## src/hdl/pfi_pkg.sv

```systemverilog
`timescale 1ns / 1ps
`default_nettype none
// ----------------------------------------------------------------------------
// pfi_pkg
// Shared constants, input kind codes and controller/datapath interface types
// of the polyphase interpolator.
// ----------------------------------------------------------------------------
package pfi_pkg;

  localparam int TAP_COUNT_DEF   = 1024;
  localparam int PHASE_COUNT_DEF = 16;
  localparam int SAMPLE_BITS_DEF = 16;
  localparam int COEF_BITS_DEF   = 18;

  localparam int KIND_W        = 2;
  localparam int CIDX_W        = 10;
  localparam int PHASE_FIELD_W = 4;

  localparam logic [KIND_W-1:0] KIND_SAMPLE = 2'd0;
  localparam logic [KIND_W-1:0] KIND_COEF   = 2'd1;
  localparam logic [KIND_W-1:0] KIND_CLEAR  = 2'd2;

  typedef struct packed {
    logic take;      // input beat accepted
    logic clr_step;  // zero one history entry
    logic issue;     // read one tap/sample pair into the MAC
    logic load;      // move the finished sum to the output register
  } cmd_t;

  typedef struct packed {
    logic clr_last;
    logic tap_ok;
    logic pipe_busy;
    logic out_free;
    logic phase_last;
  } status_t;

endpackage
`default_nettype wire

```

## src/hdl/pfi_ctrl.sv

```systemverilog
`timescale 1ns / 1ps
`default_nettype none
// ----------------------------------------------------------------------------
// pfi_ctrl
// Sequencer: history clearing sweep, input acceptance, per-phase MAC run,
// pipeline drain and result hand-off.
// ----------------------------------------------------------------------------
module pfi_ctrl (
  input  wire                           clk,
  input  wire                           rst,
  input  wire                           in_valid,
  input  wire [pfi_pkg::KIND_W-1:0]     kind,
  input  pfi_pkg::status_t              status,
  output pfi_pkg::cmd_t                 cmd,
  output logic                          in_ready
);

  localparam logic [1:0] ST_CLEAR = 2'd0;
  localparam logic [1:0] ST_IDLE  = 2'd1;
  localparam logic [1:0] ST_RUN   = 2'd2;
  localparam logic [1:0] ST_DRAIN = 2'd3;

  logic [1:0] state;
  logic [1:0] state_next;

  always_ff @(posedge clk) begin
    if (rst) begin
      state <= ST_CLEAR;
    end else begin
      state <= state_next;
    end
  end

  always_comb begin
    state_next = state;
    cmd        = '0;
    in_ready   = (state == ST_IDLE);
    unique case (state)
      ST_CLEAR: begin
        cmd.clr_step = 1'b1;
        if (status.clr_last) begin
          state_next = ST_IDLE;
        end
      end
      ST_IDLE: begin
        if (in_valid) begin
          cmd.take = 1'b1;
          if (kind == pfi_pkg::KIND_SAMPLE) begin
            state_next = ST_RUN;
          end else if (kind == pfi_pkg::KIND_CLEAR) begin
            state_next = ST_CLEAR;
          end
        end
      end
      ST_RUN: begin
        if (status.tap_ok) begin
          cmd.issue = 1'b1;
        end else begin
          state_next = ST_DRAIN;
        end
      end
      ST_DRAIN: begin
        if (!status.pipe_busy && status.out_free) begin
          cmd.load   = 1'b1;
          state_next = status.phase_last ? ST_IDLE : ST_RUN;
        end
      end
    endcase
  end

endmodule
`default_nettype wire

```

## config.mk

```make
export PLATFORM = sky130hd
export DESIGN_NAME = pfi_ctrl
export DESIGN_NICKNAME = d
export VERILOG_FILES = /design/src/hdl/pfi_pkg.sv /design/src/hdl/pfi_ctrl.sv
export SDC_FILE = /design/constraint.sdc
export NUM_CORES = 1
export LEC_CHECK = 0
export ABC_AREA = 1
export CELL_PAD_IN_SITES_DETAIL_PLACEMENT = 0
export CELL_PAD_IN_SITES_GLOBAL_PLACEMENT = 1
export CORE_AREA = 5 5 42 44
export CTS_BUF_LIST = sky130_fd_sc_hd__clkbuf_4 sky130_fd_sc_hd__clkbuf_8 sky130_fd_sc_hd__clkbuf_16
export CTS_CLUSTER_SIZE = 14
export DETAILED_ROUTE_END_ITERATION = 10
export DIE_AREA = 0 0 47 49
export DONT_BUFFER_PORTS = 1
export GPL_ROUTABILITY_DRIVEN = 0
export PLACE_DENSITY_LB_ADDON = 0.1
export SLEW_MARGIN = 30
export SYNTH_ARGS = -nofsm -noshare
export SYNTH_HDL_FRONTEND = slang
export SYNTH_SLANG_ARGS = --single-unit
```

## constraint.sdc

```tcl
create_clock -name clk -period 0.89 [get_ports clk]
set_input_delay 0.178 -clock clk [delete_from_list [all_inputs] [get_ports clk]]
set_output_delay 0.178 -clock clk [all_outputs]
set_load 0.02 [all_outputs]
```

==> impl_metrics.tcl <==
set metrics [dict create \
    outcome "complete, but fails checks" \
    violations "setup timing" \
    worstSetupPathType "flip-flop to primary output" \
    grt_pass1_vias 250 \
    leakage_uw 0.000165 \
    reg.largest.list "state x2" \
    path_max_fanout 4 \
    cap_violations 0 \
    critical_path_required_ps 710 \
    fp-row-count 14 \
    report.final.setup_viol 7 \
    r2r-start "state[1]" \
    clock-sinks 2 \
    largest_reg_flops 2 \
    vias 225 \
    worst_slack_ps -184 \
    cts_tree "built" \
    peakVddDrop_mv 0.637 \
    syn_area_per_cell_sq_um 5.58 \
    drtIter0Drc 3 \
    fmax_mhz 931 \
    registers.top_by_ff_count "state" \
    num_antenna_cells 0 \
    ioPinCount 15 \
    drt_pass1_iterations 2 \
    fp.dieH_um 49 \
    period_needed_ps 1070 \
    cpMaxStageDelayCell "dfxtp_4" \
    cts_buffers 3 \
    core_area_sq_mm 0.00140 \
    critical-path-max-stage-delay_ps 390 \
    clock_skew_ps 6.34 \
    wl_per_cell_um 9.46 \
    initial_core_util_pct 14.7 \
    ant_nets 0 \
    insertion_delay_ps 230 \
    startpoint "state[0]" \
    yosys.cell_types.count 15 \
    hold_viol 0 \
    timing.hold.ws_ps 77.4 \
    powerDensity_mw_per_mm2 1670 \
    worstRegToRegCells 6 \
    cp-start-kind "flip-flop" \
    min_from "rst" \
    whs_path_depth 3 \
    place.detailed.hpwl_um 471 \
    yosys_warnings 0 \
    nets 56 \
    slew_headroom_pct 86.8 \
    syn-instance-count 37 \
    die_x_um 47 \
    placed_cell_area_sq_um 264 \
    critPathArrivalTime_ps 900 \
    yosysSeqAreaShare_pct 19.4 \
    cp-end-kind "primary output" \
    syn_to_final_growth_pct 67.3 \
    drive_gt1_share_pct 60.0 \
    drc 0 \
    htree_levels 1 \
    synth-seq-cells 2 \
    grt_max_degree 9 \
    cts_root_buffer "clkbuf_4" \
    grt_pass1_wl_um 993 \
    grt-ovfl-total 0 \
    clk_path_buf_depth 2 \
    fin_area_sq_um 345 \
    clk_pin_slew_ps 40 \
    cp_cell_sequence "inv_4 -> nor2_4 -> buf_6" \
    syn_nets 47 \
    routed_wl_um 577 \
    min_path_type "input pin to flip-flop" \
    fin_crit_sh_pct 121 \
    viasPerCell 3.69 \
    drv_slew 0 \
    antenna_found_initial 0 \
    synthesis.area_sq_um 206 \
    dieArea_sq_mm 0.00230 \
    min_to "state[0]" \
    track_usage_pct 6.04 \
    port-buffer-count 0 \
    worst_slew_pin_slew_ps 196 \
    rsz0062_at_grt "yes" \
    r2r_slack_ps -140 \
    timing.rr.end "state[1]" \
]
[per-layer routing]
metal / global-route usage [%] / part of all wire, %
met5: 0 / 0
met2: 9.50 / 48
met1: 5.90 / 39
met3: 4.06 / 12
met4: 2.76 / 0
[placed cells by master (no fill, tap or decap), drive strengths merged]
cell type    count
nand3            1
dfxtp            2
o21ai            3
a21oi            2
inv             10
nor2             5
buf              3
nand2           11
o21bai           1
or2              1
clkbuf           4
clkinv           1
dlygate4sd3      1
[power breakdown]
part           internal [uW]  total (uW)  switching, uW  leakage [uW]
sequential               100         124           24.0     0.0000178
clock                    197         256           58.7     0.0000184
combinational           88.0         195            107      0.000129
total                    386         575            190      0.000165
[cell usage after synthesis (all sizes together)]
| library cell | n | area, sq um |
|---|---|---|
| nand2 | 11 | 53.8 |
| inv | 10 | 37.5 |
| nor2 | 5 | 23.8 |
| o21ai | 3 | 15.0 |
| a21oi | 2 | 13.8 |
| dfxtp | 2 | 40.0 |
| clkinv | 1 | 3.75 |
| nand3 | 1 | 5.00 |
| o21bai | 1 | 7.51 |
| or2 | 1 | 6.26 |
[critical path: cells and delay by family (launching register included)]
family        cells  cell delay, ps
simple gates      1             100
buf+inv           2             180
flops             1             390
[area by class of cell]
cell class              count  area [sq um]
fillers                   156          1060
flip-flops and latches      2          47.5
repair buffers              4          40.0
well taps                  16          20.0
inverters                  11          43.8
multi-input cells          24           164
clock buffers               4          30.0
[cell families (layout without fill, tap and decap cells)]
family | Yosys count | after routing | synth area share (%)
buffers and inverters | 11 | 19 | 20.0
AOI/OAI and AO/OA | 6 | 6 | 17.6
and+or+nand+nor | 18 | 18 | 43.0
DFF | 2 | 2 | 19.4
[worst max path at each step]
stage,to,slack (ps),cells past startpoint
global route,in_ready,-240,3
CTS,in_ready,-200,3
floorplan,state[1],-90,7
finish,in_ready,-180,3
global placement,state[0],-150,7
detailed placement,state[0],-150,7
[per-stage QoR]
step / instances / setup TNS [ps] / power [uW] / setup slack [ps] / util (%)
6_report: 61 / -1070 / 575 / -184 / 24.6
5_1_grt: 61 / -1480 / 629 / -239 / 24.6
3_3_place_gp: 55 / -403 / 285 / -147 / 18.8
2_1_floorplan: 37 / -173 / 244 / -86.1 / -
3_5_place_dp: 55 / -413 / 285 / -151 / 18.8
4_1_cts: 61 / -1200 / 591 / -198 / 24.6
[timing repair]
action / 4_1_cts / 5_1_grt
endpoints found under the hold margin: 1 / 0
endpoints found under the setup margin: 7 / 7
setup buffers: 1 / 0
gates resized for setup: 11 / 0
pin swaps: 4 / 2
hold buffers: 1 / 0
Power figures use the tool's default switching activity.
